**src/rtl/lrop_pkg.sv**
```systemverilog
// ----------------------------------------------------------------------------
// lrop_pkg
// shared types and constants of the log record operation parser
// ----------------------------------------------------------------------------
package lrop_pkg;

  localparam int unsigned HASH_BYTES = 8;
  localparam int unsigned HDR_SHORT  = 14;
  localparam int unsigned HDR_LONG   = 25;
  localparam int unsigned MIN_SIZE   = 22;
  localparam int unsigned LONG_SIZE  = 33;

  typedef enum logic [1:0] {
    KIND_HEADER = 2'd0,
    KIND_OP     = 2'd1,
    KIND_OK     = 2'd2,
    KIND_BAD    = 2'd3
  } kind_t;

  typedef enum logic [1:0] {
    OP_PUT      = 2'd0,
    OP_DEL      = 2'd1,
    OP_DEL_SPAN = 2'd2,
    OP_PUT_TREE = 2'd3
  } op_t;

  typedef enum logic [1:0] {
    REG_PUT      = 2'd0,
    REG_DEL      = 2'd1,
    REG_DEL_SPAN = 2'd2,
    REG_PUT_TREE = 2'd3
  } reg_idx_t;

  typedef enum logic [3:0] {
    PH_IDLE, PH_SIZE, PH_HDR, PH_TYPE, PH_LEN1, PH_BODY1, PH_LEN2,
    PH_BODY2, PH_VLEN, PH_WORD, PH_TAIL, PH_DROP
  } phase_t;

  typedef struct packed {
    logic [7:0] put_code;
    logic [7:0] del_code;
    logic [7:0] span_code;
    logic [7:0] tree_code;
  } codes_t;

  typedef struct packed {
    kind_t       kind;
    logic [63:0] sequence_res;
    logic [7:0]  hdr_flags;
    logic [63:0] txn_id;
    logic [15:0] participant_count;
    op_t         op_kind;
    logic [31:0] first_offset;
    logic [15:0] first_length;
    logic [31:0] second_offset;
    logic [31:0] second_length;
    logic [63:0] subtree_word;
    logic [15:0] op_total;
  } rec_t;

  typedef struct packed {
    logic [1:0] count;
    rec_t       r0;
    rec_t       r1;
  } push_t;

endpackage

```
**src/rtl/lrop_cfg.sv**
```systemverilog
// ----------------------------------------------------------------------------
// lrop_cfg
// apb register file holding the four operation type codes
// ----------------------------------------------------------------------------
module lrop_cfg import lrop_pkg::*; (
  input  logic        clk,
  input  logic        rst,
  input  logic        psel,
  input  logic        penable,
  input  logic        pwrite,
  input  logic [3:0]  paddr,
  input  logic [31:0] pwdata,
  output logic [31:0] prdata,
  output logic        pready,
  output codes_t      codes
);

  reg_idx_t idx;

  assign idx    = reg_idx_t'(paddr[3:2]);
  assign pready = 1'b1;

  always_ff @(posedge clk) begin
    if (rst) begin
      codes.put_code  <= 8'd0;
      codes.del_code  <= 8'd1;
      codes.span_code <= 8'd2;
      codes.tree_code <= 8'd3;
    end else if (psel && penable && pwrite) begin
      case (idx)
        REG_PUT:      codes.put_code  <= pwdata[7:0];
        REG_DEL:      codes.del_code  <= pwdata[7:0];
        REG_DEL_SPAN: codes.span_code <= pwdata[7:0];
        REG_PUT_TREE: codes.tree_code <= pwdata[7:0];
        default: ;
      endcase
    end
  end

  always_comb begin
    case (idx)
      REG_PUT:      prdata = {24'd0, codes.put_code};
      REG_DEL:      prdata = {24'd0, codes.del_code};
      REG_DEL_SPAN: prdata = {24'd0, codes.span_code};
      REG_PUT_TREE: prdata = {24'd0, codes.tree_code};
      default:      prdata = 32'd0;
    endcase
  end

endmodule

```
**config.mk**
```make
export PLATFORM = sky130hd
export DESIGN_NAME = lrop_cfg
export DESIGN_NICKNAME = d
export VERILOG_FILES = /design/src/rtl/lrop_pkg.sv /design/src/rtl/lrop_cfg.sv
export SDC_FILE = /design/constraint.sdc
export NUM_CORES = 1
export LEC_CHECK = 0
export BUFFER_PORTS_ARGS = -buffer_cell sky130_fd_sc_hd__buf_2
export CAP_MARGIN = 40
export CORE_ASPECT_RATIO = 2
export CORE_MARGIN = 1.5
export CORE_UTILIZATION = 40
export DETAILED_ROUTE_END_ITERATION = 10
export GPL_ROUTABILITY_DRIVEN = 0
export PLACE_DENSITY = 0.75
export SYNTH_ARGS = -nofsm -noshare
export SYNTH_HDL_FRONTEND = slang
export SYNTH_SLANG_ARGS = --single-unit
```
**constraint.sdc**
```tcl
create_clock -name clk -period 1.5 [get_ports clk]
set_input_delay 0.075 -clock clk [delete_from_list [all_inputs] [get_ports clk]]
set_output_delay 0.075 -clock clk [all_outputs]
set_load 0.05 [all_outputs]
```
# Word level (Yosys, flattened, before mapping)
# Cells that the tools add are included.
[word_totals] regBits=32 inputBits=41 out_inout_bits=65 elab_cells=15
[classes] n_eq_ne=3 n_mux=1 reduce_logical=7
[op_table] cell="$pmux 32 s4" n=1
[op_table] cell="$reduce_and 2->1" n=4
[op_table] cell="$eq 2x2->1 const B" n=2
[op_table] cell="$eq 2x1->1 const B" n=1
[op_table] cell="$logic_and 1x1->1" n=2
[op_table] cell="$logic_not 2->1" n=1

# Depth between registers and ports, before layout
[depth] depth_word=3 mapped_depth=5

# Worst setup path before layout
# Ideal clock, no wire load.
[synth_path] kind="register to output" from="register codes[9] (netlist name)" to="output prdata[1]" arrival_ns=1.282 required_ns=1.425 path_slack_ns=0.143 stages_incl_launch_ff=2 path_buffers=0 cell_sequence="dfxtp_1 -> mux4_1"
[synth_between] elab_chain_len=1
[synth_lines] element="start: declaration" line="lrop_cfg.sv:15" source="output codes_t codes"
[synth_lines] element="$pmux 32 s4" line="lrop_cfg.sv:41" source="case (idx)"
[synth_lines] element="end: declaration" line="lrop_cfg.sv:13" source="output logic [31:0] prdata,"
# Every way passes these cells. The select of a mux whose other input is x is not followed.

# Final worst setup path
# Ends and elaborated chain as after synthesis.

==> results.yml <==
grt:
  track_usage_pct: 15.5
  grt_pass1_vias: 1154
  antenna_found_initial: 0
  gr-total-overflow: 0
  grt_max_degree: 43
  grt_pass1_wl_um: 5450
floorplanning:
  start_util_pct: 41.7
  die_y_um: 95.8
  die_w_um: 49.4
  die_area_um2: 4730
  ios: 106
  rows: 33
  core_um2: 4130
pwr:
  leakage_nw: 1.07
  finalPower_w: 0.00199
  powerDensity_nw_per_um2: 989
  peakVddDrop_mv: 0.749
route:
  final_antenna_net_count: 0
  wl_per_cell_um: 13.0
  via_per_inst: 4.71
  route.vias.total: 1277
  first_pass_iters: 4
  drt-initial-drc-count: 18
  drc_errors: 0
  wl_um: 3530
sta:
  fin_crit_sh_pct: 94.6
  worst_pin_slew_ns: 0.534
  finalWorstSetupSlack_ns: 0.0810
  final.setup.tns_ns: 0
  max_freq_ghz: 0.705
  rsz0062_at_grt: "false"
  setup_viol: 0
  slew_headroom_pct: 64.4
  clock-skew-final_ns: 0
  drv_slew: 0
  hold_viol: 0
  min_period_ns: 1.42
final_layout:
  fillers: 425
  largest_reg_flops: 32
  post-route-util_pct: 48.8
  drive_above_1_share_pct: 31.5
  nets: 259
  regMostFlops: "codes"
  area_growth_pct: 17.2
  final_common_cell: "buf_2"
  diodes: 0
  largestRegisters: "codes: 32 flops"
  final_cell_mix: "buf_2, dfxtp_1, nand2b_1"
logic_synthesis:
  syn-instance-count: 167
  synth_area_um2: 1720
  ys_top_cells_by_area: "dfxtp_1, mux2i_1, buf_4"
  synth-seq-cells: 32
  seq_area_frac_synth_pct: 37.2
  netlist.top_cell.by_area: "dfxtp_1"
  synth_top_cell_area_share_pct: 37.2
  ys_types: 20
  yosysWarningCount: 0
  synth_area_per_cell_um2: 10.3
setup_path:
  cp_num_buf_inv: 1
  crit_path_end_kind: "output pin"
  slowest_stage: "mux4_1"
  worst_setup_path_start_kind: "flop"
  arrival_ns: 1.34
  path_cells: "mux4_1, buf_2"
  critPathMaxStageDelay_ns: 0.51
  cp.required_ns: 1.42
  crit_path_max_fanout: 3
  path_depth: 2
  crit_family: "multiplexers"
  rr_worst_depth: 3
  path_class: "reg -> out"
cts:
  numCtsBuffers: 5
  clk_latency_ns: 0.27
  clockBufferDepth: 2
  cts_tree: "done"
  clk_pin_slew_ns: 0.07
  cts-hold-fix-buffers: 0
  postCtsSetupBuffers: 0
  htreeDepth: 2
  clock_sinks: 32
  cts-root-buf: "clkbuf_8"
  cts_repair_resize_count: 0
job:
  maxCapViolCount: 0
place:
  dp_hpwl_um: 2630
  port_buffers: 54
  post-place-ws_ns: 0.145
min_path:
  min_path_type: "in -> reg"
  min_path_cells: 3
outcome:
  status: "completed"
-- logic make-up (layout without fill, tap and decap cells) --
family / after synthesis / after routing / share of synthesized area, %
AO/OA/AOI/OAI: 14 / 14 / 4.07
buffers and inverters: 37 / 66 / 15.1
flip-flops: 32 / 32 / 37.2
multiplexers: 33 / 33 / 26.1
AND/OR/NAND/NOR: 49 / 49 / 17.1
other: 2 / 25 / 0.436
-- cell type report --
type,count,area (µm²),share of cell area [%]
Inverter,1,3.75,0.186
Sequential cell,32,641,31.8
Clock buffer,6,72.6,3.60
Tap cell,52,65.1,3.23
Multi-Input combinational cell,121,907,45.0
Clock inverter,2,35.0,1.74
Timing Repair Buffer,57,293,14.5
-- synthesized netlist by cell type --
| cell | count |
|---|---|
| nand3_1 | 1 |
| or2_1 | 1 |
| mux4_2 | 3 |
| buf_2 | 1 |
| nor2_1 | 6 |
| nand2b_1 | 30 |
| or3_1 | 1 |
| inv_2 | 1 |
| buf_4 | 26 |
| clkbuf_1 | 6 |
| nand4_1 | 1 |
| nor3_1 | 1 |
| or3_4 | 1 |
| mux2i_1 | 25 |
| o21ai_0 | 14 |
| conb_1 | 2 |
| buf_6 | 3 |
| mux4_1 | 5 |
| nor2b_1 | 7 |
| dfxtp_1 | 32 |
-- worst paths after layout --
| check | startpoint | endpoint | slack (ns) |
|---|---|---|---|
| worst max register to register | codes[11]$_SDFFE_PP0P_ | codes[11]$_SDFFE_PP0P_ | 0.74 |
| worst min register to register | codes[24]$_SDFFE_PP0P_ | codes[24]$_SDFFE_PP0P_ | 0.49 |
| worst max-delay path | codes[9]$_SDFFE_PP1P_ | prdata[1] | 0.08 |
| worst min-delay path | pwdata[1] | codes[1]$_SDFFE_PP1P_ | 0.08 |
-- layer usage --
| metal | share of wire, % | global-route usage [%] | up-vias |
|---|---|---|---|
| li1 | - | - | 616 |
| met1 | 37 | 16.2 | 604 |
| met2 | 56 | 28.7 | 53 |
| met3 | 5.2 | 2.80 | 4 |
| met4 | 1.8 | 8.33 | 0 |
| met5 | 0 | 0 | - |
-- tightest hold or removal path, stage by stage --
cell and delay [ns]:
buf_2 0.09, nor2_1 0.05, mux2i_1 0.10
-- where the power goes --
group	internal [W]	switching (W)	total, W
Combinational	0.0000678	0.000264	0.000331
Sequential	0.000861	0.00000763	0.000869
Clock	0.000492	0.000302	0.000794
-- metrics by stage --
step,area [µm²],std cells,hold WS [ns]
floorplan,1810,190,0.245
global placement,1910,263,0.357
detailed placement,1910,263,0.367
CTS,2020,271,0.0762
global route,2020,271,0.0958
finish,2020,271,0.0802
Note: power is estimated with default switching activity, not from simulation.
