## config.mk

```make
export PLATFORM = sky130hd
export DESIGN_NAME = lrop_queue
export DESIGN_NICKNAME = d
export VERILOG_FILES = /design/src/rtl/lrop_pkg.sv /design/src/rtl/lrop_queue.sv
export SDC_FILE = /design/constraint.sdc
export NUM_CORES = 2
export LEC_CHECK = 0
export BUFFER_PORTS_ARGS = -buffer_cell sky130_fd_sc_hd__buf_2
export CORE_AREA = 5 5 404 406
export CTS_CLUSTER_SIZE = 30
export DETAILED_ROUTE_END_ITERATION = 16
export DIE_AREA = 0 0 409 411
export SYNTH_ARGS = -nofsm -noshare
export SYNTH_HDL_FRONTEND = slang
export SYNTH_SLANG_ARGS = --single-unit
export TNS_END_PERCENT = 1
```

## constraint.sdc

```tcl
create_clock -name clk -period 36 [get_ports clk]
set_input_delay 3.6 -clock clk [delete_from_list [all_inputs] [get_ports clk]]
set_output_delay 3.6 -clock clk [all_outputs]
set_load 0.05 [all_outputs]
```

## src/rtl/lrop_pkg.sv

```systemverilog
// ----------------------------------------------------------------------------
// lrop_pkg
// shared types and constants of the log record operation parser
// ----------------------------------------------------------------------------
package lrop_pkg;

  localparam int unsigned HASH_BYTES = 8;
  localparam int unsigned HDR_SHORT  = 14;
  localparam int unsigned HDR_LONG   = 25;
  localparam int unsigned MIN_SIZE   = 22;
  localparam int unsigned LONG_SIZE  = 33;

  typedef enum logic [1:0] {
    KIND_HEADER = 2'd0,
    KIND_OP     = 2'd1,
    KIND_OK     = 2'd2,
    KIND_BAD    = 2'd3
  } kind_t;

  typedef enum logic [1:0] {
    OP_PUT      = 2'd0,
    OP_DEL      = 2'd1,
    OP_DEL_SPAN = 2'd2,
    OP_PUT_TREE = 2'd3
  } op_t;

  typedef enum logic [1:0] {
    REG_PUT      = 2'd0,
    REG_DEL      = 2'd1,
    REG_DEL_SPAN = 2'd2,
    REG_PUT_TREE = 2'd3
  } reg_idx_t;

  typedef enum logic [3:0] {
    PH_IDLE, PH_SIZE, PH_HDR, PH_TYPE, PH_LEN1, PH_BODY1, PH_LEN2,
    PH_BODY2, PH_VLEN, PH_WORD, PH_TAIL, PH_DROP
  } phase_t;

  typedef struct packed {
    logic [7:0] put_code;
    logic [7:0] del_code;
    logic [7:0] span_code;
    logic [7:0] tree_code;
  } codes_t;

  typedef struct packed {
    kind_t       kind;
    logic [63:0] sequence_res;
    logic [7:0]  hdr_flags;
    logic [63:0] txn_id;
    logic [15:0] participant_count;
    op_t         op_kind;
    logic [31:0] first_offset;
    logic [15:0] first_length;
    logic [31:0] second_offset;
    logic [31:0] second_length;
    logic [63:0] subtree_word;
    logic [15:0] op_total;
  } rec_t;

  typedef struct packed {
    logic [1:0] count;
    rec_t       r0;
    rec_t       r1;
  } push_t;

endpackage

```

## src/rtl/lrop_queue.sv

```systemverilog
// ----------------------------------------------------------------------------
// lrop_queue
// four-entry record queue, up to two writes and one read per cycle
// ----------------------------------------------------------------------------
module lrop_queue import lrop_pkg::*; (
  input  logic  clk,
  input  logic  rst,
  input  push_t push,
  output logic  room,
  output logic  head_valid,
  output rec_t  head,
  input  logic  pop
);

  rec_t       mem [4];
  logic [1:0] wptr, rptr;
  logic [2:0] count, count_next;

  assign room       = count <= 3'd2;
  assign head_valid = count != 3'd0;
  assign head       = mem[rptr];

  always_comb begin
    count_next = count + {1'b0, push.count} - {2'b00, pop};
  end

  always_ff @(posedge clk) begin
    if (push.count != 2'd0) mem[wptr] <= push.r0;
    if (push.count == 2'd2) mem[wptr + 2'd1] <= push.r1;
  end

  always_ff @(posedge clk) begin
    if (rst) begin
      wptr  <= '0;
      rptr  <= '0;
      count <= '0;
    end else begin
      wptr  <= wptr + push.count;
      rptr  <= rptr + {1'b0, pop};
      count <= count_next;
    end
  end

endmodule

```

; Yosys cells after proc, flatten, opt, wreduce, memory -nomap -nowiden
; Memory sizes are Yosys's and may differ from the RTL's. A register that Yosys moved wholly into a read port is not among the register bits.
; Index checks and enable logic that the tools add are counted.
[totals]
output_inout_bits = 350
ff_bits = 7
mem_bits_rw = 1392
memories = 1
inputBits = 701
elab_cells = 18
[memory_table]
columns = name, depth, word_bits, read_ports, rd_ports_with_merged_regs, wr, line
row1 = mem, 4, 348, 1, 1, 2, lrop_queue.sv:15  ; rec_t mem [4];
[op_classes]
eq_ne = 1
n_mux = 5
n_lt_le_gt_ge = 1
n_reduce_logical = 2
add_sub_neg = 5
[ops]
columns = operator, n
row1 = 1-bit two-way mux, 4
row2 = 3-bit by 2-bit adder with 3-bit output, 1
row3 = 3-bit by 2-bit less-or-equal comparator with 1-bit output (second input constant), 1
row4 = 3-bit nonzero test, 1
row5 = 3-bit by 1-bit subtractor with 3-bit output, 1
row6 = 2-bit by 1-bit adder with 2-bit output, 1
row7 = 2-bit by 1-bit adder with 2-bit output (second input constant), 1
row8 = 2-bit adder, 1
row9 = 2-bit equality test (second input constant), 1
row10 = 2-bit two-way mux, 1
row11 = 2-bit nonzero test, 1

; Longest topological paths before layout
[depth]
word_depth = 3
depth_mapped = 8
depth_no_buf = 8

; Worst setup path before layout
; No wires, ideal clock.
[synth_timing]
kind = input-to-reg
start = input push[697] (netlist bit)
end = memory mem[2][0] (netlist bit) (enable)
t_arrival_ns = 28.064
required_time_ns = 34.461
path_stages = 3
setup_time_ns = 1.539
path_buffers = 1
slack_ns = 6.397
path_cell_list = buf_2 o21bai_1 o21ai_0
[synth_rtl]
columns = element, line
row1 = from (decl), lrop_queue.sv:8  ; input push_t push,
row2 = to (decl), lrop_queue.sv:15

==> metrics.txt <==
result of the run complete, no violations; sink count of the clock tree around 1400; Post-Syn Instances roughly 3400; net load switching power 0.00134 W; total of cells resized after clock tree synthesis 0; worst hold path class flip-flop to flip-flop; share of total power in sequential cells 45.2%; share of post-route cells with drive strength above 1 roughly two thirds; Post-Route Setup TNS 0 ns; RePlAce Congestion 0.843; relative slew slack between 20 and 25%; netlist area before placement 67100 um2; part of the Yosys area used for sequential elements a little over three fifths; worst path cell trace buf_4, buf_4, buf_4, mux4_2, buf_2; synthesized area per cell 19.7 um2; First DRT Iteration DRCs 2852; effective utilization at floorplan 42.1%; unrepaired setup endpoints after global routing no; first drt pass iteration count 5; maximum frequency from static timing analysis 0.116 GHz; Final nets 5141; wire length per cell after detailed routing 28.9 um; Synth Area in Adders less than 1%; area added between synthesis and finish 18.2%; combinational share of power 21.3%; H-tree level count 4; Internal Dissipation 0.00317 W; flip-flop and latch count after synthesis 1399; clock transition time at the flip-flop clock pins of the worst setup and hold paths roughly 0.050 ns; Place WS about 27 ns; Final Non-Filler Cells roughly 6800; Worst Path Arrival 5.02 ns; Max Slew Vio Count 0; final cycle utilization of the critical path 24.0%; width of the die between 400 and 500 um; Setup crit end kind output port; area of the die about 170000 um2; via total after detailed routing ~38000; placed cell count 6360; Max Buffers Root-to-Sink 3; most used cells in the layout excluding fill and tap cells mux2_2 (1392), edfxtp_1 (1392), buf_2 (1050), mux4_2 (348), clkbuf_16 (161); final hold violation count 0; share of flip-flops with an asynchronous set or reset 0%; shortest clock period the worst path allows after layout 8.62 ns; Num CTS Buffers 158; Slew @ Worst Pin 1.13 ns; total leakage power 27.4 nW; post-synthesis simple-gate area fraction 0.155%; setup clock skew after layout 0.0240 ns; IO Port Bufs around 1100; required time reported for the critical path endpoint 32.40 ns; Placeable Area 159000 um2; fraction of power spent switching nets 29.7%; post-route setup slack 27.38 ns; startpoint type of the worst setup path flip-flop; clock latency on the worst-skew pair 0.78 ns; vertical die dimension 411 um; total routed wirelength 195 mm; power consumption 0.00451 W; number of buffers inserted by post-CTS setup repair 0; via count of the first global-routing pass approximately 39000; max_cap viols 0; I/O pin count between 1000 and 1500; net count after synthesis between 4000 and 5000; Clock Tree Root clkbuf_16; floorplan row count 147; clock tree from TritonCTS done; crit-path max cell delay 0.82 ns; multiplexer fraction of the synthesized cell area approximately a third; initial antenna violation count 190; wire length of the first global-routing pass 280 mm; top flip-flop cell by instance count after synthesis edfxtp_1; share of the synthesized netlist area taken by xor and xnor gates 0.0820%; cell area power density 56.9 nW/um2; Post-Route Hold Slack around 0.68 ns; final setup vio count 0; critical path's most frequent cell buf_4; number of flops mapped to enable cells by yosys 1392; vias per std cell 5.57; crit-path leading delay family buffers and inverters; Congestion Overflow GR 0; # hold bufs at CTS 0; Fill cells 13408; antenna-violating nets left 0; kind of critical path flip-flop to output port; number of synthesis warnings 0; Yosys cell types 26; number of remaining DRC errors 0; Detailed Place HPWL 124 mm; maximum VDD drop between 0.04 and 0.05 mV; Compound-Gate Fraction of Synth Area less than 1%; largest family of logic cells by synthesized area multiplexers; global-route total usage across every layer ~23%; Bufs and invs on worst path 4; largest net degree at the start of global routing 131; largest fanout of any net on the critical path 40; slowest cell on the critical path buf_4; clock share of power 33.5%
## power by group through the flow
stage	sequential, W	clock, W	combinational (W)
2_1_floorplan	0.00222	0	0.000678
3_3_place_gp	0.00207	0	0.000968
3_5_place_dp	0.00208	0	0.000971
4_1_cts	0.00204	0.00155	0.000974
5_1_grt	0.00205	0.00162	0.00101
6_report	0.00204	0.00151	0.000959
## routing by layer
layer	routed length [um]	vias up	global-route usage, %
li1	-	16332	-
met2	97500	1288	38.0
met1	72800	19419	26.7
met5	502	-	0
met3	16300	485	7.90
met4	7950	80	8.97
## registers in the layout, indices dropped and copies added, names as in the netlist
register,flops
mem,1392
rptr,2
wptr,2
count,3
## stage by stage
step	cell area, um2	util (%)
after global routing	79100	49.6
after floorplan	67100	-
after global placement	74200	46.5
after CTS	79000	49.6
final	79300	49.7
after detailed placement	74200	46.5
## synthesized netlist by cell type (4+ instances only)
cell      count  area (um2)
buf_1        20        75.1
buf_2       155         776
buf_4         4        30.0
buf_6        35         394
clkbuf_1     20        75.1
dfxtp_1       7         140
edfxtp_1   1392       41800
ha_1          5        62.6
inv_1         6        22.5
mux2_2     1392       15700
mux4_2      348        7840
nor2_1        6        22.5
## final timing paths
check / from / to / slack [ns] / cells past startpoint
setup reg to reg: wptr[1] / mem[3][220] / 30.84 / 6
hold / removal: count[2] / count[2] / 0.68 / 2
setup / recovery: rptr[0] / head[323] / 27.38 / 5
hold reg to reg: count[2] / count[2] / 0.68 / 2
## worst min-delay path, cell delays in order, from the launching register on
cell,delay (ns)
dfxtp_1,0.35
xor3_1,0.24
nor2_1,0.04
## final cells by class
cell class	count	area (um2)	area share, %
flip-flops and latches	1399	41900	52.9
multi-input cells	1768	23800	30.1
repair buffers	1101	5800	7.32
clock buffers	187	4130	5.20
well taps	2086	2610	3.29
clock inverters	98	672	0.847
diodes	108	270	0.341
inverters	6	22.5	0.0284
## cells by family after synthesis
group,after synthesis
muxes,1741
DFF,1399
AOI/OAI and AO/OA,4
xor gates and xnor gates,3
buffers and inverters,240
adders and majority gates,6
and+or+nand+nor,14
Power figures use the tool's default switching activity.
