`src/rtl/lrop_pkg.sv`:
```
// ----------------------------------------------------------------------------
// lrop_pkg
// shared types and constants of the log record operation parser
// ----------------------------------------------------------------------------
package lrop_pkg;

  localparam int unsigned HASH_BYTES = 8;
  localparam int unsigned HDR_SHORT  = 14;
  localparam int unsigned HDR_LONG   = 25;
  localparam int unsigned MIN_SIZE   = 22;
  localparam int unsigned LONG_SIZE  = 33;

  typedef enum logic [1:0] {
    KIND_HEADER = 2'd0,
    KIND_OP     = 2'd1,
    KIND_OK     = 2'd2,
    KIND_BAD    = 2'd3
  } kind_t;

  typedef enum logic [1:0] {
    OP_PUT      = 2'd0,
    OP_DEL      = 2'd1,
    OP_DEL_SPAN = 2'd2,
    OP_PUT_TREE = 2'd3
  } op_t;

  typedef enum logic [1:0] {
    REG_PUT      = 2'd0,
    REG_DEL      = 2'd1,
    REG_DEL_SPAN = 2'd2,
    REG_PUT_TREE = 2'd3
  } reg_idx_t;

  typedef enum logic [3:0] {
    PH_IDLE, PH_SIZE, PH_HDR, PH_TYPE, PH_LEN1, PH_BODY1, PH_LEN2,
    PH_BODY2, PH_VLEN, PH_WORD, PH_TAIL, PH_DROP
  } phase_t;

  typedef struct packed {
    logic [7:0] put_code;
    logic [7:0] del_code;
    logic [7:0] span_code;
    logic [7:0] tree_code;
  } codes_t;

  typedef struct packed {
    kind_t       kind;
    logic [63:0] sequence_res;
    logic [7:0]  hdr_flags;
    logic [63:0] txn_id;
    logic [15:0] participant_count;
    op_t         op_kind;
    logic [31:0] first_offset;
    logic [15:0] first_length;
    logic [31:0] second_offset;
    logic [31:0] second_length;
    logic [63:0] subtree_word;
    logic [15:0] op_total;
  } rec_t;

  typedef struct packed {
    logic [1:0] count;
    rec_t       r0;
    rec_t       r1;
  } push_t;

endpackage

```
`src/rtl/lrop_back.sv`:
```
// ----------------------------------------------------------------------------
// lrop_back
// output stage: pulls records from the queue into the result register
// ----------------------------------------------------------------------------
module lrop_back import lrop_pkg::*; (
  input  logic clk,
  input  logic rst,
  input  logic head_valid,
  input  rec_t head,
  output logic pop,
  output logic out_valid,
  input  logic out_ready,
  output rec_t out_rec
);

  assign pop = head_valid && (!out_valid || out_ready);

  always_ff @(posedge clk) begin
    if (rst) begin
      out_valid <= 1'b0;
    end else if (!out_valid || out_ready) begin
      out_valid <= head_valid;
    end
  end

  always_ff @(posedge clk) begin
    if (pop) out_rec <= head;
  end

endmodule
```
`config.mk`:
```
export PLATFORM = sky130hd
export DESIGN_NAME = lrop_back
export DESIGN_NICKNAME = d
export VERILOG_FILES = /design/src/rtl/lrop_pkg.sv /design/src/rtl/lrop_back.sv
export SDC_FILE = /design/constraint.sdc
export NUM_CORES = 1
export LEC_CHECK = 0
export ABC_AREA = 1
export BUFFER_PORTS_ARGS = -buffer_cell sky130_fd_sc_hd__buf_2
export CORE_AREA = 4 4 270 272
export DETAILED_ROUTE_END_ITERATION = 10
export DIE_AREA = 0 0 274 276
export PLACE_DENSITY = 0.48
export SETUP_SLACK_MARGIN = 0.4
export SYNTH_ARGS = -nofsm -noshare
export SYNTH_HDL_FRONTEND = slang
export SYNTH_SLANG_ARGS = --single-unit
```
`constraint.sdc`:
```
create_clock -name clk -period 31.5 [get_ports clk]
set_input_delay 4.725 -clock clk [delete_from_list [all_inputs] [get_ports clk]]
set_output_delay 4.725 -clock clk [all_outputs]
set_load 0.02 [all_outputs]
```
* After elaboration in Yosys (flattened, before gate mapping)
Index checks and enable logic that the tools add are counted.
Word-level totals: logic and storage cells 16, output and inout bits 350, register bits after elaboration 349, input bits 352
Cells by class: reduce and logical (&&, ||, !) cells 3
Operator list (count):
- 1-bit logical AND | 1
- 1-bit logical NOT | 1
- 1-bit logical OR | 1

* Logic depth before layout (Yosys ltp)
Gate-level depths: netlist of run 1.
depth in word-level cells 3, mapped depth 3, mapped depth without buffers 3

* Worst setup path before layout of run 1
Ideal clock, no wire load.
path kind input port to output port, from in head_valid, to out pop, buffers on the path 0, setup slack 5.027 ns, arrival 21.748 ns, data required time 26.775 ns, cell stages on the path 2, cell sequence inv_1 -> a21oi_1
On the way: cells in the longest elaborated chain, start to end 1
RTL lines:
- start: declaration | line lrop_back.sv:8 | input logic head_valid,
- 1-bit logical AND | line lrop_back.sv:16 | assign pop = head_valid && (!out_valid || out_ready);
- end: declaration | line lrop_back.sv:10 | output logic pop,
Every way passes these cells.

* Final worst setup path of run 1
Ends and elaborated chain as after synthesis.

==> metrics.yaml, run 1 <==
synthesis:
  synth_fa_ha_area_frac: 0
  synth_top_flop_cell: "edfxtp_1"
  syn_area_sq_um: 10500
  yosys.area.top_type: "edfxtp_1"
  synth_area_leaders: "edfxtp_1 (100%), dfxtp_1 (0.19%), a21oi_2 (0.083%), nand2_2 (0.060%), a21oi_1 (0.048%)"
  yosys.area.top_type_share: 0.995
  synth_async_sr_flop_share: 0
  ys_seq_area_frac: 0.997
  synthCells: 354
  yosysMostFrequentCell: "edfxtp_1"
  yosys_warnings: 0
  synth_edf_count: 348
  ys_ff_latch: 349
  yosysUniqueCellTypes: 7
  synthXorXnorAreaFrac: 0
  syn_nets: 706
  avgSynthCellArea_sq_um: 29.7
  synth_compound_area_frac: 0.00131
  synth.mux.area_fraction: 0
  yosys.area_share.simple: 0.000596
  synth_top_family_by_area: "compound AO/OA/AOI/OAI gates"
worst_setup_path:
  crit_path_top_delay_cell: "buf_2"
  cp-start-kind: "input pin"
  crit_type: "input pin to output port"
  critPathMostFrequentCell: "buf_2"
  path_cells: "buf_2, inv_1, a21oi_4, buf_2"
  cp-startpoint: "head_valid"
  worstPathArrival_ns: 5.17
  path_max_fanout: 2
  rrSetupSlack_ns: 28.19
  r2r_end: "out_rec[198]"
  slowest_delay_ns: 0.18
  worst_ep_required_time_ns: 26.78
  crit_path_end_kind: "output port"
  rr_worst_depth: 4
  r2r-start: "out_valid"
global_routing:
  grt_max_degree: 156
  grt_antenna_before_repair: 6
  met3_usage: 0.0522
  grt_util_met1: 0.0786
  grtUsageMet2: 0.152
  grt_pass1_vias: 7174
  grt_usage: 0.0848
  grt_first_pass_wirelength_microns: 47500
  grt.overflow.total: 0
  busiest_layer: "met2"
timing:
  finalClockSkew_ns: 0.0167
  tightest_slew_ns: 1.09
  finalMaxSlewViolations: 0
  worst_slack_ns: 21.61
  fin_crit_sh: 0.314
  rsz0062_at_grt: "no"
  final-setup-viol-count: 0
  post-route-min-period_ns: 9.90
  slew_headroom: 0.274
  hold_viol: 0
  fmax_mhz: 101
  fin_tns_setup_ns: 0
final_layout:
  filler_cell_count: 7478
  drive_above_1_share: 0.676
  syn2layout_area_growth_pct: 56.6
  final_cells: 2079
  finish.instance_area_sq_um: 16400
  final_nets: 1454
placement:
  placed_area_sq_um: 15200
  pre_cts_ws_ns: 21.60
  detailed_place_hpwl_microns: 26900
  place_congestion: 0.817
  port_buffers: 701
  placedCellCount: 2009
detailed_routing:
  drt_wl_total_microns: 34300
  drc: 0
  avgViaCountPerCell: 3.13
  drt_iter0_drc: 263
  ant_nets: 0
  wl_per_cell_microns: 16.5
  drtPass1Iterations: 4
  vias: 6509
worst_hold_path:
  holdCritStartpoint: "out_valid"
  hold_class: "flop to flop"
  hold_depth: 2
  worstHoldEndpoint: "out_valid"
cts:
  cts_buffers: 41
  cts_tree: "yes"
  cts_max_level: 2
  postCtsSetupBuffers: 0
  cts_root_buffer: "clkbuf_16"
  cts_buffer_depth: 3
  post_cts_resized: 0
  clock-sinks: 349
  ctsHoldBuffers: 0
  clk_latency_ns: 0.54
  path_clk_slew_ns: 0.05
die:
  coreArea_sq_um: 70800
  die-height_microns: 276
  die_w_microns: 274
  die_area_sq_um: 75600
  start_util: 0.148
  num_rows: 98
  io_pins: 702
outcome:
  status: "finished clean"
job:
  drv_cap: 0
power:
  static-leakage-power_nw: 6.76
  powerDensity_nw_per_um2: 65.4
  ir_drop_mv: 0.0407
  p_total_mw: 1.07
[per-layer routing]
| metal | share of wire | vias up |
|---|---|---|
| met4 | 0.028 | 8 |
| met3 | 0.14 | 65 |
| li1 | - | 2949 |
| met5 | 0.0012 | - |
| met1 | 0.32 | 3096 |
| met2 | 0.51 | 391 |
[power breakdown]
part	internal [mW]	switching, mW
Clock	0.245	0.182
Sequential	0.544	0.00708
Combinational	0.0325	0.0644
[cells in the final DEF, fill, tap and decap left out]
cell and count:
a21oi_2 1, dfxtp_1 1, clkinvlp_4 2, nand2_2 1, buf_4 3, clkbuf_1 3
inv_6 2, edfxtp_1 348, buf_2 701, inv_2 1, a21oi_4 1, inv_1 1
clkinv_1 12, clkinv_4 1, diode_2 1, clkinv_2 7, buf_12 1, bufinv_16 1
clkbuf_16 41
[cell type report]
cell class	instances	area [sq um]	share of cell area
inverter	2	7.51	0.000457
clock buffer	44	1040	0.0631
antenna	1	2.50	0.000152
timing repair buffer	705	3550	0.216
tap	950	1190	0.0723
multi-input combinational	3	31.3	0.00190
sequential	349	10500	0.637
clock inverter	25	151	0.00921
[worst max path at each step]
stage | endpoint | depth (start not counted)
2_1_floorplan | pop | 2
3_3_place_gp | pop | 4
3_5_place_dp | pop | 4
4_1_cts | pop | 4
5_1_grt | pop | 4
6_report | pop | 4
[worst max-delay path, delay by kind of cell]
family / cells / cell delay (ns)
AO/OA/AOI/OAI: 1 / 0.12
buffers and inverters: 3 / 0.33
[through the flow]
step / hold WS, ns / util
6_report: 0.526 / 0.232
3_3_place_gp: 0.509 / 0.216
3_5_place_dp: 0.513 / 0.216
4_1_cts: 0.525 / 0.232
5_1_grt: 0.549 / 0.232
2_1_floorplan: 0.546 / -
[kinds of logic after synthesis]
logic type	count (synthesis)
DFF	349
AOI/OAI and AO/OA	2
and+or+nand+nor	1
buffers and inverters	2
[registers in the layout (all words and copies together), names as in the netlist]
signal / count
out_rec: 348
out_valid: 1
No activity file was read; power rests on OpenSTA's default activity.
==> run 2, diff against run 1 <==
--- a/config.mk
+++ b/config.mk
@@ -5,12 +5,12 @@
 export SDC_FILE = /design/constraint.sdc
 export NUM_CORES = 1
 export LEC_CHECK = 0
-export ABC_AREA = 1
+export ABC_AREA = 0
 export BUFFER_PORTS_ARGS = -buffer_cell sky130_fd_sc_hd__buf_2
-export CORE_AREA = 4 4 270 272
+export CORE_AREA = 4 4 268 270
 export DETAILED_ROUTE_END_ITERATION = 10
-export DIE_AREA = 0 0 274 276
-export PLACE_DENSITY = 0.48
+export DIE_AREA = 0 0 272 274
+export PLACE_DENSITY = 0.5
 export SETUP_SLACK_MARGIN = 0.4
 export SYNTH_ARGS = -nofsm -noshare
 export SYNTH_HDL_FRONTEND = slang
==> constraint.sdc (replaced) <==
create_clock -name clk -period 8.25 [get_ports clk]
set_input_delay 1.2375 -clock clk [delete_from_list [all_inputs] [get_ports clk]]
set_output_delay 1.2375 -clock clk [all_outputs]
set_load 0.02 [all_outputs]
==> metrics.yaml, run 2 <==
timing:
  fin_crit_sh: 0.427
  finalClockSkew_ns: 0.00801  # -0.00867 ns
  fin_tns_setup_ns: 0  # unchanged
  fmax_mhz: 284
  final-setup-viol-count: 0  # unchanged
  hold_viol: 0  # unchanged
  worst_slack_ns: 4.72  # -16.88 ns
  tightest_slew_ns: 0.951  # -0.137 ns
  slew_headroom: 0.366  # +0.0914
  post-route-min-period_ns: 3.53
  rsz0062_at_grt: "no"
  finalMaxSlewViolations: 0  # unchanged
  worst_hold_slack_ns: 0.496  # -0.0304 ns
worst_hold_path:
  hold_class: "flop to flop"
  hold_depth: 2  # unchanged
cts:
  postCtsSetupBuffers: 0  # unchanged
  cts_tree: "yes"
  cts_buffer_depth: 3  # unchanged
  path_clk_slew_ns: 0.05  # about the same
  clock-sinks: 349  # unchanged
  clk_latency_ns: 0.53  # about the same
  post_cts_resized: 0  # unchanged
  cts_root_buffer: "clkbuf_16"
  cts_buffers: 40  # -2.4%
  cts_max_level: 2  # unchanged
  ctsHoldBuffers: 0  # unchanged
final_layout:
  syn2layout_area_growth_pct: 56.6  # about the same
  drive_above_1_share: 0.674  # -0.00204
  largest_register_ffs: 348  # unchanged
  final_cells: 2065  # -0.67%
  final_cell_mix: "buf_2 (701), edfxtp_1 (348), clkbuf_16 (41), clkbuf_1 (10)"
  filler_cell_count: 7314  # -2.2%
  top_regs: "out_rec (348), out_valid (1)"
  utilization: 0.237  # +0.00423
  final_common_cell: "buf_2"
  final_nets: 1450  # -0.28%
  regMostFlops: "out_rec"
global_routing:
  grt_max_degree: 157  # +0.64%
  grt_first_pass_wirelength_microns: 47200  # -0.71%
  busiest_layer: "met2"
  met3_usage: 0.0353  # -0.0170
  grt_antenna_before_repair: 4  # -2
  grt_util_met1: 0.0877  # +0.00908
  grt_pass1_vias: 7214  # +0.56%
  grt_usage: 0.0850  # +0.000188
  grt.overflow.total: 0  # unchanged
  grtUsageMet2: 0.154  # +0.00184
worst_setup_path:
  cp-startpoint: "out_ready"
  critPathMostFrequentCell: "buf_2"
  rrSetupSlack_ns: 6.06  # -22.13 ns
  worstPathArrival_ns: 2.29  # -2.88 ns
  cpLargestDelayFamily: "simple AND/OR/NAND/NOR gates"
  cp.depth: 4  # unchanged
  cp-endpoint: "pop"
  crit_path_top_delay_cell: "and2_4"
  path_cells: "buf_2, nand2b_4, and2_4, buf_2"
  crit_path_end_kind: "output port"
  worst_ep_required_time_ns: 7.01  # -19.77 ns
  crit_type: "input pin to output port"
  critPathBufInv: 2  # -1
  rr_worst_depth: 3  # -1
  r2r-start: "out_valid"
  r2r_end: "out_rec[169]"
  cp-start-kind: "input pin"
  path_max_fanout: 43  # +41
  slowest_delay_ns: 0.54  # +0.36 ns
placement:
  detailed_place_hpwl_microns: 26800  # -0.26%
  pre_cts_ws_ns: 4.68  # -16.92 ns
  place_congestion: 0.847  # +3.7%
  placedCellCount: 1996  # -0.65%
  port_buffers: 701  # unchanged
synthesis:
  yosys_warnings: 0  # unchanged
  yosys.area.top_type: "edfxtp_1"
  syn_area_sq_um: 10500  # about the same
  avgSynthCellArea_sq_um: 29.8  # +0.36%
  synth_top_flop_cell: "edfxtp_1"
  synthCells: 353  # -0.28%
  ys_seq_area_frac: 0.997  # about the same
  yosys.area.top_type_share: 0.995  # about the same
  synth_edf_count: 348  # unchanged
  yosysMostFrequentCell: "edfxtp_1"
  ys_ff_latch: 349  # unchanged
  synth_async_sr_flop_share: 0  # unchanged
  synth_area_leaders: "edfxtp_1 (99%), dfxtp_1 (0.19%), nand2b_4 (0.13%), a21oi_2 (0.083%), and2_4 (0.083%)"
  yosysUniqueCellTypes: 6  # -1
  syn_nets: 705  # -0.14%
detailed_routing:
  drt_iter0_drc: 320  # +22%
  drtPass1Iterations: 4  # unchanged
  vias: 6645  # +2.1%
  drc: 0  # unchanged
  wl_per_cell_microns: 16.9  # +2.3%
  avgViaCountPerCell: 3.22  # +2.8%
  ant_nets: 0  # unchanged
  drt_wl_total_microns: 34900  # +1.6%
power:
  static-leakage-power_nw: 6.76  # +0.11%
  ir_drop_mv: 0.173  # +320%
  powerDensity_nw_per_um2: 253  # +290%
die:
  start_util: 0.151  # +0.00268
  coreArea_sq_um: 69500  # -1.7%
  io_pins: 702  # unchanged
  num_rows: 97  # -1.0%
  die_w_microns: 272  # -0.73%
  die-height_microns: 274  # -0.72%
  die_area_sq_um: 74500  # -1.4%
job:
  drv_cap: 0  # unchanged
outcome:
  status: "finished clean"
==> run 2: kinds of logic (layout without fill, tap and decap cells) <==
group	count (synthesis)	count (layout)	synth area share
AOI/OAI and AO/OA	1	1	0.000834
buffers and inverters	1	772	0.000357
DFF	349	349	0.997
other	0	1	0
and+or+nand+nor	2	2	0.00214
==> run 2: layout make-up <==
| class | instances | area (sq um) | area share |
|---|---|---|---|
| inverter | 1 | 3.75 | 0.000228 |
| clock buffer | 51 | 1060 | 0.0646 |
| multi-input combinational | 3 | 31.3 | 0.00190 |
| clock inverter | 17 | 158 | 0.00958 |
| antenna | 1 | 2.50 | 0.000152 |
| timing repair buffer | 703 | 3550 | 0.216 |
| tap | 940 | 1180 | 0.0715 |
| sequential | 349 | 10500 | 0.636 |
==> run 2: worst register-to-register path, delay by kind of cell (launching register included) <==
family,cells,cell delay [ns]
buffers and inverters,1,0.63
DFF,1,0.33
and+or+nand+nor,2,0.62
==> run 2: per-layer routing <==
layer / up-vias / share of wire
met4: 4 / 0.029
met3: 67 / 0.10
li1: 2935 / -
met2: 390 / 0.53
met5: - / 0.00077
met1: 3249 / 0.34
==> run 2: stage by stage <==
step,instance area [sq um],power (mW)
after floorplan,10500,2.31
after global placement,15200,2.52
after detailed placement,15200,2.52
after CTS,16500,4.26
after global routing,16500,4.35
final,16500,4.17
==> run 2: worst min-delay path by stage <==
| stage | to | from |
|---|---|---|
| after floorplan | out_valid | out_valid |
| after detailed placement | out_valid | out_valid |
| final | out_valid | out_valid |
| after CTS | out_valid | out_valid |
| after global placement | out_valid | out_valid |
| after global routing | out_valid | out_valid |
==> run 2: report_power, final <==
| group | switching [mW] | internal (mW) | leakage [nW] | total (mW) |
|---|---|---|---|---|
| registers | 0.0288 | 2.08 | 3.37 | 2.11 |
| logic | 0.247 | 0.125 | 2.80 | 0.372 |
| clock network | 0.693 | 0.999 | 0.593 | 1.69 |
| total | 0.969 | 3.20 | 6.76 | 4.17 |
