--- src/rtl/lrop_pkg.sv ---
// ----------------------------------------------------------------------------
// lrop_pkg
// shared types and constants of the log record operation parser
// ----------------------------------------------------------------------------
package lrop_pkg;

  localparam int unsigned HASH_BYTES = 8;
  localparam int unsigned HDR_SHORT  = 14;
  localparam int unsigned HDR_LONG   = 25;
  localparam int unsigned MIN_SIZE   = 22;
  localparam int unsigned LONG_SIZE  = 33;

  typedef enum logic [1:0] {
    KIND_HEADER = 2'd0,
    KIND_OP     = 2'd1,
    KIND_OK     = 2'd2,
    KIND_BAD    = 2'd3
  } kind_t;

  typedef enum logic [1:0] {
    OP_PUT      = 2'd0,
    OP_DEL      = 2'd1,
    OP_DEL_SPAN = 2'd2,
    OP_PUT_TREE = 2'd3
  } op_t;

  typedef enum logic [1:0] {
    REG_PUT      = 2'd0,
    REG_DEL      = 2'd1,
    REG_DEL_SPAN = 2'd2,
    REG_PUT_TREE = 2'd3
  } reg_idx_t;

  typedef enum logic [3:0] {
    PH_IDLE, PH_SIZE, PH_HDR, PH_TYPE, PH_LEN1, PH_BODY1, PH_LEN2,
    PH_BODY2, PH_VLEN, PH_WORD, PH_TAIL, PH_DROP
  } phase_t;

  typedef struct packed {
    logic [7:0] put_code;
    logic [7:0] del_code;
    logic [7:0] span_code;
    logic [7:0] tree_code;
  } codes_t;

  typedef struct packed {
    kind_t       kind;
    logic [63:0] sequence_res;
    logic [7:0]  hdr_flags;
    logic [63:0] txn_id;
    logic [15:0] participant_count;
    op_t         op_kind;
    logic [31:0] first_offset;
    logic [15:0] first_length;
    logic [31:0] second_offset;
    logic [31:0] second_length;
    logic [63:0] subtree_word;
    logic [15:0] op_total;
  } rec_t;

  typedef struct packed {
    logic [1:0] count;
    rec_t       r0;
    rec_t       r1;
  } push_t;

endpackage

--- src/rtl/lrop_front.sv ---
// ----------------------------------------------------------------------------
// lrop_front
// byte parser: tracks entry position and fields, emits up to two records
// ----------------------------------------------------------------------------
module lrop_front import lrop_pkg::*; (
  input  logic       clk,
  input  logic       rst,
  input  codes_t     codes,
  input  logic       take_word,
  input  logic [7:0] in_byte,
  input  logic       entry_start,
  output push_t      push
);

  phase_t      phase, phase_next;
  logic [31:0] position, position_next;
  logic [31:0] entry_length, entry_length_next;
  logic [15:0] ops_left, ops_left_next;
  logic [63:0] field_shift, field_shift_next;
  logic [31:0] field_bytes_left, field_bytes_left_next;
  op_t         current_op, current_op_next;
  logic [47:0] held_first_span, held_first_span_next;
  logic [63:0] held_second_span, held_second_span_next;
  logic [63:0] held_sequence, held_sequence_next;
  logic [63:0] held_tx_id, held_tx_id_next;
  logic [23:0] held_flags_count, held_flags_count_next;

  always_ff @(posedge clk) begin
    if (rst) begin
      phase            <= PH_IDLE;
      position         <= '0;
      entry_length     <= '0;
      ops_left         <= '0;
      field_shift      <= '0;
      field_bytes_left <= '0;
      current_op       <= OP_PUT;
      held_first_span  <= '0;
      held_second_span <= '0;
      held_sequence    <= '0;
      held_tx_id       <= '0;
      held_flags_count <= '0;
    end else if (take_word) begin
      phase            <= phase_next;
      position         <= position_next;
      entry_length     <= entry_length_next;
      ops_left         <= ops_left_next;
      field_shift      <= field_shift_next;
      field_bytes_left <= field_bytes_left_next;
      current_op       <= current_op_next;
      held_first_span  <= held_first_span_next;
      held_second_span <= held_second_span_next;
      held_sequence    <= held_sequence_next;
      held_tx_id       <= held_tx_id_next;
      held_flags_count <= held_flags_count_next;
    end
  end

  phase_t      ph;
  logic [31:0] i;
  logic [33:0] limit;
  logic [31:0] v32;
  logic [15:0] v16;
  logic        fits2, fits4, fits8, fits_v16, fits_v32;
  logic        do_after, do_finish, do_next, do_bad, do_hdr, do_ok;
  logic [63:0] fin_span, fin_word;
  logic [31:0] hdr_end;
  rec_t        rec_a, rec_b, rec_bad;
  logic        have_a;

  always_comb begin
    ph                    = phase;
    position_next         = position;
    entry_length_next     = entry_length;
    ops_left_next         = ops_left;
    field_shift_next      = field_shift;
    field_bytes_left_next = field_bytes_left;
    current_op_next       = current_op;
    held_first_span_next  = held_first_span;
    held_second_span_next = held_second_span;
    held_sequence_next    = held_sequence;
    held_tx_id_next       = held_tx_id;
    held_flags_count_next = held_flags_count;
    do_after  = 1'b0;
    do_finish = 1'b0;
    do_next   = 1'b0;
    do_bad    = 1'b0;
    do_hdr    = 1'b0;
    do_ok     = 1'b0;
    fin_span  = '0;
    fin_word  = '0;
    v16       = '0;
    v32       = '0;

    if (entry_start) begin
      ph                    = PH_SIZE;
      position_next         = '0;
      entry_length_next     = '0;
      ops_left_next         = '0;
      held_sequence_next    = '0;
      held_tx_id_next       = '0;
      held_flags_count_next = '0;
      held_first_span_next  = '0;
      held_second_span_next = '0;
      field_shift_next      = '0;
      field_bytes_left_next = '0;
      current_op_next       = OP_PUT;
    end

    i = position_next;
    if (ph != PH_IDLE && ph != PH_DROP && position_next != 32'hFFFF_FFFF) begin
      position_next = position_next + 32'd1;
    end

    limit   = {2'b00, entry_length_next};
    hdr_end = (entry_length_next >= 32'(LONG_SIZE)) ? 32'(HDR_LONG) : 32'(HDR_SHORT);

    if (ph == PH_LEN1 || ph == PH_LEN2 || ph == PH_VLEN || ph == PH_WORD) begin
      field_shift_next      = {in_byte, field_shift_next[63:8]};
      field_bytes_left_next = field_bytes_left_next - 32'd1;
    end
    v16 = field_shift_next[63:48];
    v32 = field_shift_next[63:32];

    fits2    = ({2'b00, position_next} + 34'd2 + 34'(HASH_BYTES)) <= limit;
    fits4    = ({2'b00, position_next} + 34'd4 + 34'(HASH_BYTES)) <= limit;
    fits8    = ({2'b00, position_next} + 34'd8 + 34'(HASH_BYTES)) <= limit;
    fits_v16 = ({2'b00, position_next} + {18'd0, v16} + 34'(HASH_BYTES)) <= limit;
    fits_v32 = ({2'b00, position_next} + {2'b00, v32} + 34'(HASH_BYTES)) <= limit;

    case (ph)
      PH_SIZE: begin
        entry_length_next = entry_length_next | ({24'd0, in_byte} << {i[1:0], 3'b000});
        if (i >= 32'd3) begin
          if (entry_length_next < 32'(MIN_SIZE)) do_bad = 1'b1;
          else ph = PH_HDR;
        end
      end
      PH_HDR: begin
        if (i >= 32'd4 && i < 32'd12)
          held_sequence_next = held_sequence_next |
                               ({56'd0, in_byte} << {i[2:0] - 3'd4, 3'b000});
        else if (i == 32'd12)
          ops_left_next = {ops_left_next[15:8], in_byte};
        else if (i == 32'd13)
          ops_left_next = {in_byte, ops_left_next[7:0]};
        else if (i == 32'd14)
          held_flags_count_next = {in_byte, held_flags_count_next[15:0]};
        else if (i >= 32'd15 && i < 32'd23)
          held_tx_id_next = held_tx_id_next |
                            ({56'd0, in_byte} << {i[2:0] - 3'd7, 3'b000});
        else if (i == 32'd23)
          held_flags_count_next = {held_flags_count_next[23:8], in_byte};
        else if (i == 32'd24)
          held_flags_count_next = {held_flags_count_next[23:16], in_byte,
                                   held_flags_count_next[7:0]};
        if (position_next == hdr_end) begin
          do_hdr  = 1'b1;
          do_next = 1'b1;
        end
      end
      PH_TYPE: begin
        if (in_byte == codes.put_code || in_byte == codes.del_code ||
            in_byte == codes.span_code || in_byte == codes.tree_code) begin
          if (in_byte == codes.put_code)       current_op_next = OP_PUT;
          else if (in_byte == codes.del_code)  current_op_next = OP_DEL;
          else if (in_byte == codes.span_code) current_op_next = OP_DEL_SPAN;
          else                                 current_op_next = OP_PUT_TREE;
          held_first_span_next  = '0;
          held_second_span_next = '0;
          if (fits2) begin
            field_shift_next      = '0;
            field_bytes_left_next = 32'd2;
            ph                    = PH_LEN1;
          end else begin
            do_after = 1'b1;
          end
        end else begin
          do_bad = 1'b1;
        end
      end
      PH_LEN1: begin
        if (field_bytes_left_next == 32'd0) begin
          if (v16 == 16'd0 || !fits_v16) begin
            do_after = 1'b1;
          end else begin
            held_first_span_next  = {v16, position_next};
            field_bytes_left_next = {16'd0, v16};
            ph                    = PH_BODY1;
          end
        end
      end
      PH_BODY1: begin
        field_bytes_left_next = field_bytes_left_next - 32'd1;
        if (field_bytes_left_next == 32'd0) do_after = 1'b1;
      end
      PH_LEN2: begin
        if (field_bytes_left_next == 32'd0) begin
          if (v16 == 16'd0 || !fits_v16) begin
            do_finish = 1'b1;
          end else begin
            held_second_span_next = {16'd0, v16, position_next};
            field_bytes_left_next = {16'd0, v16};
            ph                    = PH_BODY2;
          end
        end
      end
      PH_VLEN: begin
        if (field_bytes_left_next == 32'd0) begin
          if (!fits_v32) begin
            do_bad = 1'b1;
          end else if (v32 == 32'd0) begin
            do_finish = 1'b1;
          end else begin
            held_second_span_next = {v32, position_next};
            field_bytes_left_next = v32;
            ph                    = PH_BODY2;
          end
        end
      end
      PH_BODY2: begin
        field_bytes_left_next = field_bytes_left_next - 32'd1;
        if (field_bytes_left_next == 32'd0) begin
          do_finish = 1'b1;
          fin_span  = held_second_span_next;
        end
      end
      PH_WORD: begin
        if (field_bytes_left_next == 32'd0) begin
          do_finish = 1'b1;
          fin_word  = field_shift_next;
        end
      end
      PH_TAIL: begin
        if (position_next == entry_length_next) begin
          do_ok = 1'b1;
          ph    = PH_IDLE;
        end
      end
      PH_IDLE: ;
      default: ph = PH_DROP;
    endcase

    if (do_after) begin
      case (current_op_next)
        OP_DEL: do_finish = 1'b1;
        OP_DEL_SPAN: begin
          if (fits2) begin
            field_shift_next = '0; field_bytes_left_next = 32'd2; ph = PH_LEN2;
          end else do_finish = 1'b1;
        end
        OP_PUT: begin
          if (fits4) begin
            field_shift_next = '0; field_bytes_left_next = 32'd4; ph = PH_VLEN;
          end else do_finish = 1'b1;
        end
        default: begin
          if (fits8) begin
            field_shift_next = '0; field_bytes_left_next = 32'd8; ph = PH_WORD;
          end else do_finish = 1'b1;
        end
      endcase
    end

    if (do_finish) begin
      ops_left_next = ops_left_next - 16'd1;
      do_next       = 1'b1;
    end

    if (do_next) begin
      if (ops_left_next == 16'd0) begin
        if ({2'b00, position_next} + 34'(HASH_BYTES) == limit) ph = PH_TAIL;
        else do_bad = 1'b1;
      end else if ({2'b00, position_next} + 34'(HASH_BYTES) >= limit) begin
        do_bad = 1'b1;
      end else begin
        ph = PH_TYPE;
      end
    end

    if (do_bad) ph = PH_DROP;
    phase_next = ph;
  end

  always_comb begin
    rec_a = '0;
    if (do_hdr) begin
      rec_a.kind              = KIND_HEADER;
      rec_a.sequence_res      = held_sequence_next;
      rec_a.hdr_flags         = held_flags_count_next[23:16];
      rec_a.txn_id            = held_tx_id_next;
      rec_a.participant_count = held_flags_count_next[15:0];
      rec_a.op_total          = ops_left;
      if (i == 32'd13) rec_a.op_total = {in_byte, ops_left[7:0]};
    end else if (do_finish) begin
      rec_a.kind          = KIND_OP;
      rec_a.op_kind       = current_op_next;
      rec_a.first_offset  = held_first_span_next[31:0];
      rec_a.first_length  = held_first_span_next[47:32];
      rec_a.second_offset = fin_span[31:0];
      rec_a.second_length = fin_span[63:32];
      rec_a.subtree_word  = fin_word;
    end else if (do_ok) begin
      rec_a.kind = KIND_OK;
    end
    have_a = do_hdr || do_finish || do_ok;

    rec_bad      = '0;
    rec_bad.kind = KIND_BAD;
    rec_b        = '0;

    push.count = 2'd0;
    push.r0    = rec_a;
    push.r1    = rec_b;
    if (have_a && do_bad) begin
      push.count = 2'd2;
      push.r1    = rec_bad;
    end else if (have_a) begin
      push.count = 2'd1;
    end else if (do_bad) begin
      push.count = 2'd1;
      push.r0    = rec_bad;
    end
    if (!take_word) push.count = 2'd0;
  end

endmodule

--- config.mk ---
export PLATFORM = sky130hd
export DESIGN_NAME = lrop_front
export DESIGN_NICKNAME = d
export VERILOG_FILES = /design/src/rtl/lrop_pkg.sv /design/src/rtl/lrop_front.sv
export SDC_FILE = /design/constraint.sdc
export NUM_CORES = 2
export LEC_CHECK = 0
export BUFFER_PORTS_ARGS = -buffer_cell sky130_fd_sc_hd__buf_2
export CORE_ASPECT_RATIO = 0.6
export CORE_MARGIN = 2
export CORE_UTILIZATION = 38
export DETAILED_ROUTE_END_ITERATION = 12
export SETUP_SLACK_MARGIN = 0.3
export SLEW_MARGIN = 10
export SYNTH_ARGS = -nofsm -noshare
export SYNTH_HDL_FRONTEND = slang
export SYNTH_SLANG_ARGS = --single-unit
--- constraint.sdc ---
create_clock -name clk -period 14.2 [get_ports clk]
set_input_delay 0 -clock clk [delete_from_list [all_inputs] [get_ports clk]]
set_output_delay 0 -clock clk [all_outputs]
set_load 0.05 [all_outputs]
# Word level (Yosys, flattened, before mapping)
# Cells that the tools add are included.
classes:
  n_reduce_logical: 26
  n_bitwise: 3
  muxes: 148
  eq_ne: 26
  div_mod_pow: 0
  mul: 0
  n_shift: 3
  n_addsub: 16
  order_cmp: 13
op_table:
  columns: ["cell", "n"]
  rows:
  - ["64-bit two-way mux", 30]
  - ["348-bit two-way mux", 3]
  - ["32-bit two-way mux", 17]
  - ["64-bit case mux with 3 select lines", 2]
  - ["178-bit two-way mux", 2]
  - ["349-bit two-way mux", 1]
  - ["48-bit two-way mux", 4]
  - ["16-bit two-way mux", 11]
  - ["34-bit by 32-bit less-or-equal comparator with 1-bit output", 5]
  - ["152-bit two-way mux", 1]
  - ["24-bit two-way mux", 6]
  - ["33-bit by 4-bit adder with 34-bit output, second input constant", 4]
  - ["64-bit OR", 2]
  - ["32-bit case mux with 4 select lines", 1]
  - ["8-bit by 6-bit << shifter with 64-bit output", 2]
  - ["32-bit by 4-bit == test with 1-bit output, second input constant", 3]
  - ["32-bit logical NOT", 3]
  - ["32-bit case mux with 3 select lines", 1]
  - ["48-bit case mux with 2 select lines", 1]
  - ["4-bit two-way mux", 22]
  - ["32-bit by 5-bit == test with 1-bit output, second input constant", 2]
  - ["32-bit by 5-bit < comparator with 1-bit output, second input constant", 2]
  - ["32-bit by 1-bit subtractor with 32-bit output, second input constant", 2]
  - ["34-bit by 4-bit adder with 34-bit output, second input constant", 1]
  - ["44 further kinds", 107]
word_totals:
  register_bits: 446
  input_bits: 44
  n_memories: 0
  latchBits: 0
  ram_bits: 0
  elab_cells: 247
  romBits: 0

# Longest topological paths before layout
logic_depth:
  word_depth: 25
  mapped_depth: 57
  depth_no_buf: 48

# Worst setup path after synthesis
# No wires, ideal clock.
synth_path:
  kind: "input-to-output"
  start: "in entry_start"
  end: "out push[694] (netlist bit)"
  arrival_ns: 11.315
  cell_stages: 54
  required_ns: 14.200
  setup_slack_ns: 2.885
  cell_sequence: "buf_6 -> clkbuf_1 -> buf_2 -> buf_1 -> clkbuf_1 -> buf_1 -> buf_2 -> clkbuf_1 -> clkbuf_1 -> buf_1 -> clkbuf_1 -> buf_1 -> clkbuf_1 -> nor2_1 -> ha_1 -> fa_1 -> a21o_1 -> a21oi_1 -> (+18 left out) -> a21oi_1 -> nor2b_1 -> o211ai_1 -> nand3_1 -> a31oi_1 -> nand2_1 -> and3_1 -> a211oi_1 -> o311a_1 -> buf_2 -> mux2i_1 -> a21oi_2 -> a31o_1 -> o21ai_1 -> ha_1 -> nand2b_1 -> a41oi_1 -> a22oi_1"
synth_rtl:
  columns: ["element", "line", "text"]
  rows:
  - ["from (decl)", "lrop_front.sv:11", "input logic entry_start,"]
  - ["to (decl)", "lrop_front.sv:12", "output push_t push"]

==> out/results.ini <==
[clock_network]
clock_latency_ns = 0.63
ctsHtreeMaxLevel = 2
cts_buffers = 48
cts_tree = done
ctsLongestPathBuffers = 3
clock-sinks = 446
post_cts_buffers = 0
cts-root-buf = clkbuf_16
clk_pin_slew_ns = 0.07

[worst_setup_path]
worstReg2RegEnd = field_shift[13]
rrSetupSlack_ns = 2.36
worstRegToRegCells = 45
worstSetupStartpointType = register
arrival_ns = 12.98
reg2reg_from = position[1]
slowest_stage = and4_1
cp.required_ns = 14.20
worst_path_largest_cell_delay_ns = 0.61
cp.buffers_inverters = 2
cp_max_fo = 24
worst_setup_path_end_kind = output port
criticalPathCategory = register to output port
crit_top_cell = a21oi_1
critPathTopFamily = compound AO/OA/AOI/OAI gates

[yosys]
ys_seq_elements = 446
synth.distinct_cells = 102
synth_edf_count = 0
synth_async_sr_flop_share = 0
ys_seq_area_frac = 0.227
synth_top_cell_area_share = 0.227
yosysWarnings = 0
synthMostInstantiatedCell = nor2_1
synth_area_sq_um = 39300
synth.area.top_cells = dfxtp_1, a22oi_1, ha_1, nor2_1, buf_4
synth_largest_area_cell = dfxtp_1
netlist_top_cells_count = nor2_1, a22oi_1, dfxtp_1, buf_4, nand2_1
syn_inst = 5334
synth-main-ff-cell = dfxtp_1
avgSynthCellArea_sq_um = 7.36

[die]
core_sq_um = 103000
rows = 91
io_pins = 742
die_h_microns = 253
die_w_microns = 419
initial_utilization = 0.383
dieArea_sq_um = 106000

[placement]
placed_cell_area_sq_um = 41500
place_congestion = 1.05
port_buffers = 395
dp_hpwl_microns = 127000

[timing]
min_period_ns = 12.98
final.setup.tns_ns = 0
rsz0062_at_grt = false
timing.final.crit_share = 0.914
slew_viol_final = 0
whs_ns = 0.0268
skew_ns = 0.0560
worst_pin_slew_ns = 1.41
max_freq_mhz = 77.1
maxSlewHeadroom = 0.0498
hold_viol = 0
finalSetupViolations = 0

[global_route]
antenna_found_initial = 12
grt_max_degree = 125
grt_overflow = 0
first_global_vias = 35900
grt_pass1_wl_microns = 249000
track_usage = 0.311

[cells_and_area]
fin_area_sq_um = 43200
syn_to_final_growth_pct = 10.0
drive_gt1_frac = 0.132
nets = 5884
nFillCells = 10700

[routing]
drc_errors = 0
maxUsedRoutingLayer = met5
antenna_left = 0
wl_per_cell_microns = 25.0
wl_met3_microns = 22100
vias = 41500
drtPass1Iterations = 10
wl_microns = 175000
wl_met1_microns = 81300
via_per_inst = 5.94
met2_length_microns = 67100
first_iter_violations = 5980

[power]
ir_drop_v = 0.0000835
p_per_area_nw_per_um2 = 81.1
p_leak_nw = 18.0

[min_path]
hold_depth = 4
min_delay_worst_endpoint = held_flags_count[9]
hold_path.startpoint = in_byte[1]
min_path_type = input pin to register

[run_status]
status = finished clean

[job]
maxCapViolCount = 0

==> state kept, by name, indices dropped and copies added (netlist names), 16 cells and up <==
signal	cells
field_bytes_left	32
field_shift	64
held_tx_id	64
ops_left	16
held_sequence	64
position	32
held_first_span	48
held_flags_count	24
held_second_span	64
entry_length	32
==> worst max path at each step <==
stage,end,cells past startpoint,start
after floorplan,push[694],54,entry_start
after global placement,push[694],49,position[1]
after detailed placement,push[694],48,position[1]
after CTS,push[694],48,position[1]
after global routing,push[694],48,position[1]
final,push[694],48,position[1]
==> worst min-delay path, delay by kind of cell <==
kind	cells	cell delay (ns)
AO/OA/AOI/OAI	1	0.19
buffers and inverters	2	0.33
AND/OR/NAND/NOR	1	0.05
==> where the power goes <==
group	internal, mW	switching (mW)	total, mW
registers	1.26	0.0204	1.28
logic	0.203	0.665	0.868
clock network	0.756	0.600	1.36
total	2.22	1.28	3.51
==> layout by cell type (no fill, tap or decap), types with 34 or more instances in the layout <==
master	instances
ha_1	289
xnor2_1	214
xor2_1	73
buf_2	392
inv_1	82
conb_1	346
a21o_1	93
mux2i_1	59
o21ai_0	117
nor2b_1	65
a22oi_1	544
nor3_1	134
nand3_1	74
a21oi_1	298
dfxtp_1	445
clkbuf_16	49
a211oi_1	34
nor2_1	956
nor4_1	53
and2_1	101
buf_4	150
nand4_1	99
nand2_1	331
==> metrics by stage <==
stage / std cells / worst slack, ns / utilization / power, mW
5_1_grt: 6982 / 0.382 / 0.421 / 3.61
2_1_floorplan: 5679 / 2.88 / - / 2.00
3_3_place_gp: 6890 / 1.74 / 0.405 / 2.14
4_1_cts: 6982 / 0.849 / 0.421 / 3.48
3_5_place_dp: 6890 / 1.56 / 0.405 / 2.14
6_report: 6985 / 1.22 / 0.421 / 3.51
==> per-layer routing <==
metal	up-vias	global-route usage
met2	2481	0.411
met1	19900	0.486
met5	-	0
li1	18800	-
met3	252	0.0807
met4	8	0.0697
==> cell type report <==
class / instances / area [sq um] / area share
multi-input combinational: 4411 / 27400 / 0.634
sequential: 446 / 8930 / 0.207
timing repair buffer: 548 / 3150 / 0.0730
tap: 1395 / 1750 / 0.0404
clock buffer: 68 / 1390 / 0.0321
inverter: 94 / 360 / 0.00834
clock inverter: 20 / 223 / 0.00515
antenna: 3 / 7.51 / 0.000174
==> repair_timing <==
action,CTS,global route
hold buffers,4,0
resized for setup,0,3
hold endpoints to repair,140,0
endpoints found under the setup margin,0,5
==> logic make-up after synthesis <==
logic type | Yosys count | synth area share
compound gates | 1353 | 0.236
xor+xnor | 295 | 0.0668
fa+ha+maj | 291 | 0.0931
buf+inv | 822 | 0.113
flops | 446 | 0.227
mux | 62 | 0.0159
other cells | 1 | 0.0000955
simple gates | 2064 | 0.248
No activity file was read; power rests on OpenSTA's default activity.
